**config.mk**
```make
export PLATFORM = sky130hd
export DESIGN_NAME = touch_contact_table_flat
export DESIGN_NICKNAME = d
export VERILOG_FILES = /design/src/hw/rtl/tct_pkg.sv /design/src/hw/rtl/tct_in_if.sv /design/src/hw/rtl/tct_out_if.sv /design/src/hw/rtl/touch_contact_table.sv /design/src/hw/rtl/tct_mem.sv /design/src/hw/rtl/tct_seq.sv /design/src/flat_wrapper.sv
export SDC_FILE = /design/constraint.sdc
export NUM_CORES = 2
export LEC_CHECK = 0
export BUFFER_PORTS_ARGS = -buffer_cell sky130_fd_sc_hd__buf_2
export CAP_MARGIN = 20
export CORE_ASPECT_RATIO = 1.2
export CORE_UTILIZATION = 66
export CTS_CLUSTER_SIZE = 14
export DETAILED_ROUTE_END_ITERATION = 10
export GPL_TIMING_DRIVEN = 0
export PLACE_DENSITY_LB_ADDON = 0.1
export SKIP_CTS_REPAIR_TIMING = 1
export SYNTH_ARGS = -nofsm -noshare
export SYNTH_HDL_FRONTEND = slang
export SYNTH_HIERARCHICAL = 1
export SYNTH_SLANG_ARGS = --single-unit
```
**constraint.sdc**
```tcl
create_clock -name clk -period 23.3 [get_ports clk]
set_input_delay 4.66 -clock clk [delete_from_list [all_inputs] [get_ports clk]]
set_output_delay 4.66 -clock clk [all_outputs]
set_load 0.05 [all_outputs]
```
**src/hw/rtl/tct_pkg.sv**
```systemverilog
`timescale 1ns / 1ps
// ----------------------------------------------------------------------------
// tct_pkg: shared types and constants for the touch contact table
// command and phase codes, table geometry, entry and beat structures
// ----------------------------------------------------------------------------
package tct_pkg;

    localparam int MAX_CONTACTS = 16;
    localparam int IDX_W        = (MAX_CONTACTS > 1) ? $clog2(MAX_CONTACTS) : 1;
    localparam int CNT_W        = $clog2(MAX_CONTACTS + 1);
    localparam int QIDX_W       = 4;
    localparam int QCMP_W       = (CNT_W > QIDX_W) ? CNT_W : QIDX_W;
    localparam int ACT_W        = 5;

    typedef logic [2:0] cmd_t;
    typedef logic [1:0] phase_t;

    localparam cmd_t CMD_DOWN  = 3'd0;
    localparam cmd_t CMD_MOVE  = 3'd1;
    localparam cmd_t CMD_UP    = 3'd2;
    localparam cmd_t CMD_FLUSH = 3'd3;
    localparam cmd_t CMD_QUERY = 3'd4;

    localparam phase_t PH_BEGIN = 2'd0;
    localparam phase_t PH_MOVE  = 2'd1;
    localparam phase_t PH_END   = 2'd2;

    typedef struct packed {
        logic [31:0]        ident;
        logic signed [15:0] x;
        logic signed [15:0] y;
        phase_t             phase;
    } entry_t;

    typedef struct packed {
        cmd_t               cmd;
        logic [31:0]        touch_id;
        logic signed [15:0] pos_x;
        logic signed [15:0] pos_y;
        logic [QIDX_W-1:0]  query_index;
    } req_t;

    typedef struct packed {
        logic [ACT_W-1:0]   active_count;
        logic               found;
        logic [31:0]        out_id;
        logic signed [15:0] out_x;
        logic signed [15:0] out_y;
        phase_t             out_phase;
        logic               overflow;
    } res_t;

    typedef struct packed {
        logic             en;
        logic [IDX_W-1:0] addr;
        entry_t           data;
    } mem_wr_t;

    typedef struct packed {
        logic             en;
        logic [IDX_W-1:0] addr;
    } mem_rd_t;

    typedef struct packed {
        logic             idle;
        logic [CNT_W-1:0] fill;
        logic [CNT_W-1:0] active;
    } status_t;

endpackage

```
**src/hw/rtl/tct_in_if.sv**
```systemverilog
`timescale 1ns / 1ps
// ----------------------------------------------------------------------------
// tct_in_if: touch event channel
// valid/ready channel carrying one touch command per beat
// ----------------------------------------------------------------------------
interface tct_in_if;
    logic                       valid;
    logic                       ready;
    tct_pkg::cmd_t              cmd;
    logic [31:0]                touch_id;
    logic signed [15:0]         pos_x;
    logic signed [15:0]         pos_y;
    logic [tct_pkg::QIDX_W-1:0] query_index;

    modport source (output valid, cmd, touch_id, pos_x, pos_y, query_index, input ready);
    modport sink   (input valid, cmd, touch_id, pos_x, pos_y, query_index, output ready);
endinterface

```
**src/hw/rtl/tct_out_if.sv**
```systemverilog
`timescale 1ns / 1ps
// ----------------------------------------------------------------------------
// tct_out_if: result channel
// valid/ready channel carrying one table result per beat
// ----------------------------------------------------------------------------
interface tct_out_if;
    logic                      valid;
    logic                      ready;
    logic [tct_pkg::ACT_W-1:0] active_count;
    logic                      found;
    logic [31:0]               out_id;
    logic signed [15:0]        out_x;
    logic signed [15:0]        out_y;
    tct_pkg::phase_t           out_phase;
    logic                      overflow;

    modport source (output valid, active_count, found, out_id, out_x, out_y, out_phase,
                    overflow, input ready);
    modport sink   (input valid, active_count, found, out_id, out_x, out_y, out_phase,
                    overflow, output ready);
endinterface

```
**src/hw/rtl/touch_contact_table.sv**
```systemverilog
`timescale 1ns / 1ps
// ----------------------------------------------------------------------------
// touch_contact_table: ordered table of touch contacts
// down/move/up/end-of-frame/query commands over a walked entry store
// ----------------------------------------------------------------------------
// usage
//   evt carries one command per beat (down, move, up, end of frame, query);
//   res returns exactly one result beat per command, in order
//   a command is walked over the table one entry per cycle through a single
//   id/phase compare unit; the entry store gives registered read data, so
//   each entry is checked while the read of the next one is issued; the
//   beat is taken in idle and the result is handed off from the done state
//   move, up, down-reuse and query stop at the first hit, end of frame and a
//   fresh down always walk the whole used part of the table
//   evt.ready is high only while the sequencer waits for a command
//   the result sits in an output register; the next command is taken while
//   that beat waits for res.ready, and a second result holds in the sequencer
//   until the register frees up
//   reset clears the fill and active counts and all handshake state; entry
//   storage is not cleared, entries past the fill count are never read
// ----------------------------------------------------------------------------
module touch_contact_table (
    input  logic      clk,
    input  logic      rst_n,
    tct_in_if.sink    evt,
    tct_out_if.source res
);
    import tct_pkg::*;

    req_t    req;
    res_t    seq_res;
    logic    seq_res_valid;
    logic    seq_res_ready;
    mem_wr_t wr;
    mem_rd_t rd;
    entry_t  rd_data;
    status_t st;

    // output register
    logic out_vld_reg;
    res_t out_data_reg;

    assign req.cmd         = evt.cmd;
    assign req.touch_id    = evt.touch_id;
    assign req.pos_x       = evt.pos_x;
    assign req.pos_y       = evt.pos_y;
    assign req.query_index = evt.query_index;

    tct_seq u_seq (
        .clk       (clk),
        .rst_n     (rst_n),
        .req_valid (evt.valid),
        .req_ready (evt.ready),
        .req       (req),
        .res_valid (seq_res_valid),
        .res_ready (seq_res_ready),
        .res       (seq_res),
        .wr        (wr),
        .rd        (rd),
        .rd_data   (rd_data),
        .st        (st)
    );

    tct_mem u_mem (
        .clk     (clk),
        .wr      (wr),
        .rd      (rd),
        .rd_data (rd_data)
    );

    // the register can take a new result when empty or draining this cycle
    assign seq_res_ready = !out_vld_reg || res.ready;

    always_ff @(posedge clk or negedge rst_n)
    begin
        if (!rst_n)
        begin
            out_vld_reg <= 1'b0;
        end
        else if (seq_res_valid && seq_res_ready)
        begin
            out_vld_reg <= 1'b1;
        end
        else if (res.ready)
        begin
            out_vld_reg <= 1'b0;
        end
    end

    always_ff @(posedge clk)
    begin
        if (seq_res_valid && seq_res_ready)
        begin
            out_data_reg <= seq_res;
        end
    end

    assign res.valid        = out_vld_reg;
    assign res.active_count = out_data_reg.active_count;
    assign res.found        = out_data_reg.found;
    assign res.out_id       = out_data_reg.out_id;
    assign res.out_x        = out_data_reg.out_x;
    assign res.out_y        = out_data_reg.out_y;
    assign res.out_phase    = out_data_reg.out_phase;
    assign res.overflow     = out_data_reg.overflow;

    // active entries are a subset of the used entries
    a_active_le_fill: assert property (@(posedge clk) disable iff (!rst_n)
        st.active <= st.fill)
        else $error("active count exceeds fill count");

    // the fill count never runs past the table size
    a_fill_bound: assert property (@(posedge clk) disable iff (!rst_n)
        st.fill <= CNT_W'(MAX_CONTACTS))
        else $error("fill count beyond table size");

    // a taken command leaves the sequencer busy in the following cycle
    a_busy_after_take: assert property (@(posedge clk) disable iff (!rst_n)
        (evt.valid && evt.ready) |=> (!evt.ready && !st.idle))
        else $error("command taken while sequencer still idle");

    // a dropped down never reports a reused entry
    a_overflow_excl: assert property (@(posedge clk) disable iff (!rst_n)
        res.valid |-> !(res.found && res.overflow))
        else $error("found and overflow both set");

endmodule

```
**src/hw/rtl/tct_mem.sv**
```systemverilog
`timescale 1ns / 1ps
// ----------------------------------------------------------------------------
// tct_mem: contact entry storage
// one write port, one read port with registered read data
// ----------------------------------------------------------------------------
module tct_mem (
    input  logic             clk,
    input  tct_pkg::mem_wr_t wr,
    input  tct_pkg::mem_rd_t rd,
    output tct_pkg::entry_t  rd_data
);
    import tct_pkg::*;

    entry_t mem [MAX_CONTACTS];
    entry_t rd_data_reg;

    always_ff @(posedge clk)
    begin
        if (wr.en)
        begin
            mem[wr.addr] <= wr.data;
        end
        if (rd.en)
        begin
            rd_data_reg <= mem[rd.addr];
        end
    end

    assign rd_data = rd_data_reg;

endmodule

```
**src/hw/rtl/tct_seq.sv**
```systemverilog
`timescale 1ns / 1ps
// ----------------------------------------------------------------------------
// tct_seq: table walk sequencer
// walks the entries one per cycle through a single id/phase compare unit
// ----------------------------------------------------------------------------
module tct_seq (
    input  logic             clk,
    input  logic             rst_n,
    input  logic             req_valid,
    output logic             req_ready,
    input  tct_pkg::req_t    req,
    output logic             res_valid,
    input  logic             res_ready,
    output tct_pkg::res_t    res,
    output tct_pkg::mem_wr_t wr,
    output tct_pkg::mem_rd_t rd,
    input  tct_pkg::entry_t  rd_data,
    output tct_pkg::status_t st
);
    import tct_pkg::*;

    typedef enum logic [1:0] {ST_IDLE, ST_SCAN, ST_DONE} state_t;

    state_t           state_reg,  state_next;
    req_t             req_reg,    req_next;
    res_t             res_reg,    res_next;
    logic [CNT_W-1:0] fill_reg,   fill_next;
    logic [CNT_W-1:0] active_reg, active_next;
    logic [CNT_W-1:0] rd_ptr_reg, rd_ptr_next;
    logic [CNT_W-1:0] k_reg,      k_next;
    logic             chk_vld_reg, chk_vld_next;
    logic [IDX_W-1:0] chk_idx_reg, chk_idx_next;
    logic             id_hit;
    logic             ended;

    assign id_hit = (rd_data.ident == req_reg.touch_id);
    assign ended  = (rd_data.phase == PH_END);

    always_comb
    begin
        state_next   = state_reg;
        req_next     = req_reg;
        res_next     = res_reg;
        fill_next    = fill_reg;
        active_next  = active_reg;
        rd_ptr_next  = rd_ptr_reg;
        k_next       = k_reg;
        chk_vld_next = chk_vld_reg;
        chk_idx_next = chk_idx_reg;
        wr           = '0;
        rd           = '0;

        case (state_reg)
            ST_IDLE:
            begin
                if (req_valid)
                begin
                    req_next     = req;
                    res_next     = '0;
                    rd_ptr_next  = '0;
                    k_next       = '0;
                    chk_vld_next = 1'b0;
                    if (req.cmd inside {CMD_DOWN, CMD_MOVE, CMD_UP, CMD_FLUSH, CMD_QUERY})
                    begin
                        state_next = ST_SCAN;
                    end
                    else
                    begin
                        state_next = ST_DONE;
                    end
                end
            end

            ST_SCAN:
            begin
                // issue the next read while the previous entry is checked
                if (rd_ptr_reg < fill_reg)
                begin
                    rd.en        = 1'b1;
                    rd.addr      = rd_ptr_reg[IDX_W-1:0];
                    rd_ptr_next  = rd_ptr_reg + 1'b1;
                    chk_vld_next = 1'b1;
                    chk_idx_next = rd_ptr_reg[IDX_W-1:0];
                end
                else
                begin
                    chk_vld_next = 1'b0;
                end

                if (chk_vld_reg)
                begin
                    case (req_reg.cmd)
                        CMD_DOWN:
                        begin
                            if (id_hit && ended)
                            begin
                                wr.en          = 1'b1;
                                wr.addr        = chk_idx_reg;
                                wr.data        = {req_reg.touch_id, req_reg.pos_x,
                                                  req_reg.pos_y, PH_BEGIN};
                                res_next.found = 1'b1;
                                active_next    = active_reg + 1'b1;
                                state_next     = ST_DONE;
                            end
                        end
                        CMD_MOVE, CMD_UP:
                        begin
                            if (id_hit)
                            begin
                                wr.en          = 1'b1;
                                wr.addr        = chk_idx_reg;
                                wr.data        = {req_reg.touch_id, req_reg.pos_x,
                                                  req_reg.pos_y,
                                                  (req_reg.cmd == CMD_MOVE) ? PH_MOVE : PH_END};
                                res_next.found = 1'b1;
                                if (req_reg.cmd == CMD_MOVE && ended)
                                begin
                                    active_next = active_reg + 1'b1;
                                end
                                else if (req_reg.cmd == CMD_UP && !ended)
                                begin
                                    active_next = active_reg - 1'b1;
                                end
                                state_next = ST_DONE;
                            end
                        end
                        CMD_FLUSH:
                        begin
                            // compact live entries toward the front
                            if (!ended)
                            begin
                                if (k_reg != CNT_W'(chk_idx_reg))
                                begin
                                    wr.en   = 1'b1;
                                    wr.addr = k_reg[IDX_W-1:0];
                                    wr.data = rd_data;
                                end
                                k_next = k_reg + 1'b1;
                            end
                        end
                        CMD_QUERY:
                        begin
                            if (!ended)
                            begin
                                if (QCMP_W'(k_reg) == QCMP_W'(req_reg.query_index))
                                begin
                                    res_next.found     = 1'b1;
                                    res_next.out_id    = rd_data.ident;
                                    res_next.out_x     = rd_data.x;
                                    res_next.out_y     = rd_data.y;
                                    res_next.out_phase = rd_data.phase;
                                    state_next         = ST_DONE;
                                end
                                else
                                begin
                                    k_next = k_reg + 1'b1;
                                end
                            end
                        end
                        default:
                        begin
                        end
                    endcase
                end
                else if (rd_ptr_reg >= fill_reg)
                begin
                    // walk finished without an early hit
                    case (req_reg.cmd)
                        CMD_DOWN:
                        begin
                            if (fill_reg < CNT_W'(MAX_CONTACTS))
                            begin
                                wr.en       = 1'b1;
                                wr.addr     = fill_reg[IDX_W-1:0];
                                wr.data     = {req_reg.touch_id, req_reg.pos_x,
                                               req_reg.pos_y, PH_BEGIN};
                                fill_next   = fill_reg + 1'b1;
                                active_next = active_reg + 1'b1;
                            end
                            else
                            begin
                                res_next.overflow = 1'b1;
                            end
                        end
                        CMD_FLUSH:
                        begin
                            fill_next = k_reg;
                        end
                        default:
                        begin
                        end
                    endcase
                    state_next = ST_DONE;
                end
            end

            ST_DONE:
            begin
                if (res_ready)
                begin
                    state_next = ST_IDLE;
                end
            end

            default:
            begin
                state_next = ST_IDLE;
            end
        endcase
    end

    always_ff @(posedge clk or negedge rst_n)
    begin
        if (!rst_n)
        begin
            state_reg   <= ST_IDLE;
            fill_reg    <= '0;
            active_reg  <= '0;
            chk_vld_reg <= 1'b0;
        end
        else
        begin
            state_reg   <= state_next;
            fill_reg    <= fill_next;
            active_reg  <= active_next;
            chk_vld_reg <= chk_vld_next;
        end
    end

    always_ff @(posedge clk)
    begin
        req_reg     <= req_next;
        res_reg     <= res_next;
        rd_ptr_reg  <= rd_ptr_next;
        k_reg       <= k_next;
        chk_idx_reg <= chk_idx_next;
    end

    assign req_ready = (state_reg == ST_IDLE);
    assign res_valid = (state_reg == ST_DONE);

    always_comb
    begin
        res              = res_reg;
        res.active_count = ACT_W'(active_reg);
    end

    assign st.idle   = (state_reg == ST_IDLE);
    assign st.fill   = fill_reg;
    assign st.active = active_reg;

endmodule

```
**src/flat_wrapper.sv**
```systemverilog
// flat-port wrapper written by rule: the top's interface ports become plain ports
module touch_contact_table_flat import tct_pkg::*;
  (clk, rst_n, evt_valid, evt_cmd, evt_touch_id, evt_pos_x, evt_pos_y, evt_query_index, evt_ready, res_valid, res_active_count, res_found, res_out_id, res_out_x, res_out_y, res_out_phase, res_overflow, res_ready);
  tct_in_if evt_i ();
  tct_out_if res_i ();
  input  logic clk;
  input  logic rst_n;
  input wire logic [$bits(evt_i.valid)-1:0] evt_valid;
  input wire logic [$bits(evt_i.cmd)-1:0] evt_cmd;
  input wire logic [$bits(evt_i.touch_id)-1:0] evt_touch_id;
  input wire logic [$bits(evt_i.pos_x)-1:0] evt_pos_x;
  input wire logic [$bits(evt_i.pos_y)-1:0] evt_pos_y;
  input wire logic [$bits(evt_i.query_index)-1:0] evt_query_index;
  output wire logic [$bits(evt_i.ready)-1:0] evt_ready;
  output wire logic [$bits(res_i.valid)-1:0] res_valid;
  output wire logic [$bits(res_i.active_count)-1:0] res_active_count;
  output wire logic [$bits(res_i.found)-1:0] res_found;
  output wire logic [$bits(res_i.out_id)-1:0] res_out_id;
  output wire logic [$bits(res_i.out_x)-1:0] res_out_x;
  output wire logic [$bits(res_i.out_y)-1:0] res_out_y;
  output wire logic [$bits(res_i.out_phase)-1:0] res_out_phase;
  output wire logic [$bits(res_i.overflow)-1:0] res_overflow;
  input wire logic [$bits(res_i.ready)-1:0] res_ready;
  assign evt_i.valid = evt_valid;
  assign evt_i.cmd = evt_cmd;
  assign evt_i.touch_id = evt_touch_id;
  assign evt_i.pos_x = evt_pos_x;
  assign evt_i.pos_y = evt_pos_y;
  assign evt_i.query_index = evt_query_index;
  assign evt_ready = evt_i.ready;
  assign res_valid = res_i.valid;
  assign res_active_count = res_i.active_count;
  assign res_found = res_i.found;
  assign res_out_id = res_i.out_id;
  assign res_out_x = res_i.out_x;
  assign res_out_y = res_i.out_y;
  assign res_out_phase = res_i.out_phase;
  assign res_overflow = res_i.overflow;
  assign res_i.ready = res_ready;
  touch_contact_table u_core (.clk(clk), .rst_n(rst_n), .evt(evt_i), .res(res_i));
endmodule
```
# Word level (Yosys, flattened, before mapping)
# Memory sizes are Yosys's and may differ from the RTL's. A register that Yosys moved wholly into a read port is not among the register bits.
# Index checks and enable logic that the tools add are counted.
[totals]
reg_bits = 240
latchBits = 0
mem_bits_rw = 1056
mem_bits_ro = 0
inputBits = 75
out_inout_bits = 75
memories = 1
[memory_table]
columns = ["name", "words", "word_bits", "read_ports", "rd_clocked_by_memory_dff", "wr", "line", "source"]
rows = [
  ["u_core.u_mem.mem", 16, 66, 1, 1, 1, "tct_mem.sv:14", "entry_t mem [MAX_CONTACTS];"],
]
[op_classes]
addsub = 5
multipliers = 0
div = 0
magnitude_cmp = 3
eq_ne = 43
shifts = 0
mux = 64
n_bitwise = 1
n_reduce_logical = 30
[op_table]
columns = ["cell", "count"]
rows = [
  ["$mux W71", 9],
  ["$pmux W71 S3", 1],
  ["$mux W67", 3],
  ["$pmux W68 S2", 1],
  ["$mux W5", 17],
  ["$mux W68", 1],
  ["$mux W66", 1],
  ["$pmux W5 S2", 5],
  ["$eq A32 B32 Y1", 1],
  ["$ne A3 B3 Y1 const B", 9],
  ["$reduce_and A8 Y1", 3],
  ["$add A5 B1 Y5 const B", 4],
  ["$mux W2", 10],
  ["$ne A2 B2 Y1 const B", 10],
  ["$ne A4 B4 Y1 const B", 5],
  ["$reduce_bool A2 Y1", 7],
  ["$eq A3 B2 Y1 const B", 4],
  ["$mux W1", 12],
  ["$pmux W2 S3", 2],
  ["$reduce_and A6 Y1", 2],
  ["$reduce_and A7 Y1", 1],
  ["$eq A3 B1 Y1 const B", 2],
  ["$eq A3 B3 Y1 const B", 2],
  ["$logic_not A3 Y1", 2],
  ["24 further kinds", 32],
]

# Logic depth before layout (Yosys ltp)
[depth]
word_depth = 8
mapped_depth = 11
depth_no_buf = 10

# Hierarchy
# Netlist, hierarchy kept.
[by_module_without_submodules]
columns = ["module", "n_inst", "cells_per_inst", "area_each_um2", "seq_area_each_um2"]
rows = [
  ["tct_mem", 1, 1698, 41459.8, 33692.3],
  ["tct_seq", 1, 559, 7714.9, 4919.7],
  ["touch_contact_table", 1, 77, 2245.9, 2217.1],
]

# Worst setup path after synthesis
# OpenSTA, ideal clock, no wires.
[synth_path]
kind = "register to register"
startpoint = "reg u_core.u_seq.state_reg[1]"
endpoint = "reg u_core.u_seq.res_reg (netlist bit u_core/u_seq/res[10]) (enable)"
arrival_ns = 7.618
t_required_ns = 22.630
setup_slack_ns = 15.012
stages_incl_launch_ff = 5
period_less_slack_ns = 8.288
cell_sequence = "dfrtp_1 nand2b_1 inv_2 nand2_1 o41ai_1"
[synth_between]
elab_chain_len = 3
[synth_lines]
columns = ["element", "line", "source"]
rows = [
  ["start: declaration", "tct_seq.sv:24", "state_t state_reg, state_next;"],
  ["start signal: assignment", "tct_seq.sv:223", "state_reg <= state_next;"],
  ["$eq A2 B1 Y1 or $logic_not A2 Y1 (tied branches)", "tct_seq.sv:53", "case (state_reg)"],
  ["$ne A2 B1 Y1 (no source line) (tied with other cells)", "--", ""],
  ["$reduce_and A6 Y1 (no source line) *", "--", ""],
  ["end signal: assignment", "tct_seq.sv:233", "res_reg <= res_next;"],
  ["end: declaration", "tct_seq.sv:26", "res_t res_reg, res_next;"],
]
# Mark *: on every way between the ends. The rest lies on a longest branch, timed or not.
# A chain may end at the register's enable or synchronous reset.

# Worst setup path after layout
[layout_path]
startpoint = "reg u_core.u_seq.state_reg[0]"
endpoint = "out evt_ready"
[layout_between]
elab_chain_len = 1
[layout_lines]
columns = ["element", "line", "source"]
rows = [
  ["$logic_not A2 Y1", "tct_seq.sv:239", "assign req_ready = (state_reg == ST_IDLE);"],
  ["end: declaration", "flat_wrapper.sv:14", "output wire logic [$bits(evt_i.ready)-1:0] evt_ready;"],
]
# Every way passes these cells.

==> run_results.csv <==
group,metric,value,unit
worst_hold_path,hold_path.class,"reg -> reg",
routing,drc,0,
setup_path,reg2reg_from,"u_core/u_seq/req_reg[70]$_DFFE_PP_",
routing,wl,125,mm
finish,drive_gt1_share,27.6,%
synthesis,synth_cells,2328,
finish,antennaDiodeCount,0,
clock_network,clkTransAtPathRegs,60,ps
routing,antenna_left,0,
sta,max_clock_freq,157,MHz
finish,seq_area,0.0408,mm2
sta,final.setup.tns,0,ps
floorplan,die_x,257,um
floorplan,die_h,308,um
clock_network,numCtsBuffers,133,
sta,drv_slew,0,
sta,finalClockSkew,26.6,ps
sta,worst_pin_slew,1140,ps
clock_network,htree_levels,4,
routing,first_pass_iters,8,
setup_path,required,18640,ps
floorplan,initial_core_util,67.0,%
routing,num_vias,26100,
setup_path,cp-startpoint,"u_core/u_seq/state_reg[0]$_DFFE_PN0P_",
setup_path,critical_path_peak_fanout,10,
floorplan,die_area,0.0790,mm2
setup_path,critical_path_class,"reg -> out",
grt,globalRouteOverflowTotal,0,
synthesis,synthesis.area,0.0514,mm2
sta,period_minus_slack,6380,ps
clock_network,cts-root-buf,"clkbuf_16",
grt,antenna_found_initial,2,
grt,grtUsageTotal,32.4,%
floorplan,placementRows,111,
status,status,"complete, no violations",
power,ir_drop,0.0763,mV
sta,setup_viol,0,
power,p_per_area,105,mW/mm2
synthesis,ys_warn_count,6,
sta,finalHoldViolCount,0,
synthesis,syn_avg_cell_area,22.1,um2
floorplan,coreArea,0.0767,mm2
finish,multi_input_area,0.00995,mm2
floorplan,io_pins,150,
sta,min_period_over_period,27.4,%
routing,drt_iter0_drc,3578,
finish,largest_reg_flops,1056,
finish,final_core_util,76.7,%
sta,grt_setup_unrepaired,"no",
finish,nNetsFinal,2785,
clock_network,cts_buffer_depth,3,
grt,grt_pass1_wl,179,mm
finish,fin_cells,3815,
sta,relSlewSlack,23.9,%
setup_path,r2r.worst_path.cells,15,
worst_hold_path,min_delay_path_depth,0,
place,port_buffers,149,
synthesis,syn_nets,2413,
grt,grt_max_degree,74,
routing,via_per_inst,6.84,
place,dp_cells,3580,
place,dp_hpwl,76.2,mm
setup_path,arrival,1720,ps
clock_network,cts_tree,"done",
grt,grt_pass1_vias,26600,
clock_network,clock_latency,740,ps
setup_path,start_kind,"flop",
routing,wl_per_cell,32.7,um
power,leakagePower,19.2,nW
worst_hold_path,worstHoldStart,"u_core/u_seq/res[11]$_SDFFCE_PN0P_",
job,max_cap_viol_count,0,
finish,nFillCells,4010,
setup_path,worstSetupEndpointType,"output port",
place,place_congestion,0.828,
clock_network,cts_sinks,1362,
finish,area_growth,14.5,%
==> per-layer routing <==
metal / up-vias / share of wire (%) / global-route usage [%]
li1: 10500 / - / -
met1: 13600 / 35 / 43.1
met2: 1788 / 51 / 54.4
met3: 264 / 10 / 6.15
met4: 0 / 3.3 / 11.6
met5: - / 0 / 0
==> critical path: stages (launching register included) <==
cell	delay [ps]
dfrtp_1	360
buf_2	170
nor2_1	160
buf_2	290
==> worst paths after layout <==
kind | slack (ps) | end
max in group asynchronous | 19220 | u_core/u_seq/fill_reg[1]$_DFFE_PN0P_
min in group asynchronous | 3820 | u_core/u_seq/state_reg[0]$_DFFE_PN0P_
setup / recovery | 16920 | evt_ready
hold / removal | 410 | u_core/res.out_y[8]$_DFFE_PP_
setup reg to reg | 17890 | u_core/u_mem/mem[12][34]$_DFFE_PP_
hold reg to reg | 410 | u_core/res.out_y[8]$_DFFE_PP_
==> layout make-up <==
class | instances | share of cell area (%)
well taps | 1017 | 2.16
clock buffers | 170 | 6.08
flip-flops and latches | 1362 | 69.4
clock inverters | 63 | 0.643
multi-input cells | 839 | 16.9
repair buffers | 237 | 3.55
plain buffers | 116 | 1.14
inverters | 11 | 0.0745
==> through the flow <==
step	hold WS [ps]	setup slack, ps	power (W)	area [um2]
after CTS	407	16890	0.00621	58800
after floorplan	400	15010	0.00383	51400
after global placement	401	8610	0.00420	53400
final	408	16920	0.00619	58800
after detailed placement	405	16790	0.00424	54800
after global routing	416	16860	0.00637	58800
==> placed cells by master, fill, tap and decap left out, types with 4 or more instances in the layout <==
cell type / instances
edfxtp_1: 1348
mux4_2: 264
buf_2: 162
clkbuf_16: 138
a22oi_1: 136
clkbuf_1: 95
nand2_1: 87
and2_1: 73
a22o_1: 44
buf_6: 42
xor2_1: 39
buf_12: 38
clkinv_1: 33
buf_4: 30
nor2_1: 24
a22o_2: 20
a21oi_1: 16
o21ai_0: 16
dfrtp_1: 14
nor2_4: 14
clkinv_2: 12
xnor2_1: 12
nand3_1: 11
ha_1: 10
buf_1: 9
inv_6: 8
inv_1: 8
nor4_1: 8
buf_16: 7
nor3_1: 7
clkinvlp_4: 6
nand2b_1: 5
nor2b_1: 5
nand4_1: 5
nor3_2: 4
==> where the power goes <==
part	leakage [nW]	total, W	switching [W]	internal, W
clock network	1.91	0.00198	0.000884	0.00110
registers	12.8	0.00304	0.0000987	0.00295
logic	4.50	0.00117	0.000753	0.000414
No activity file was read; power rests on OpenSTA's default activity.
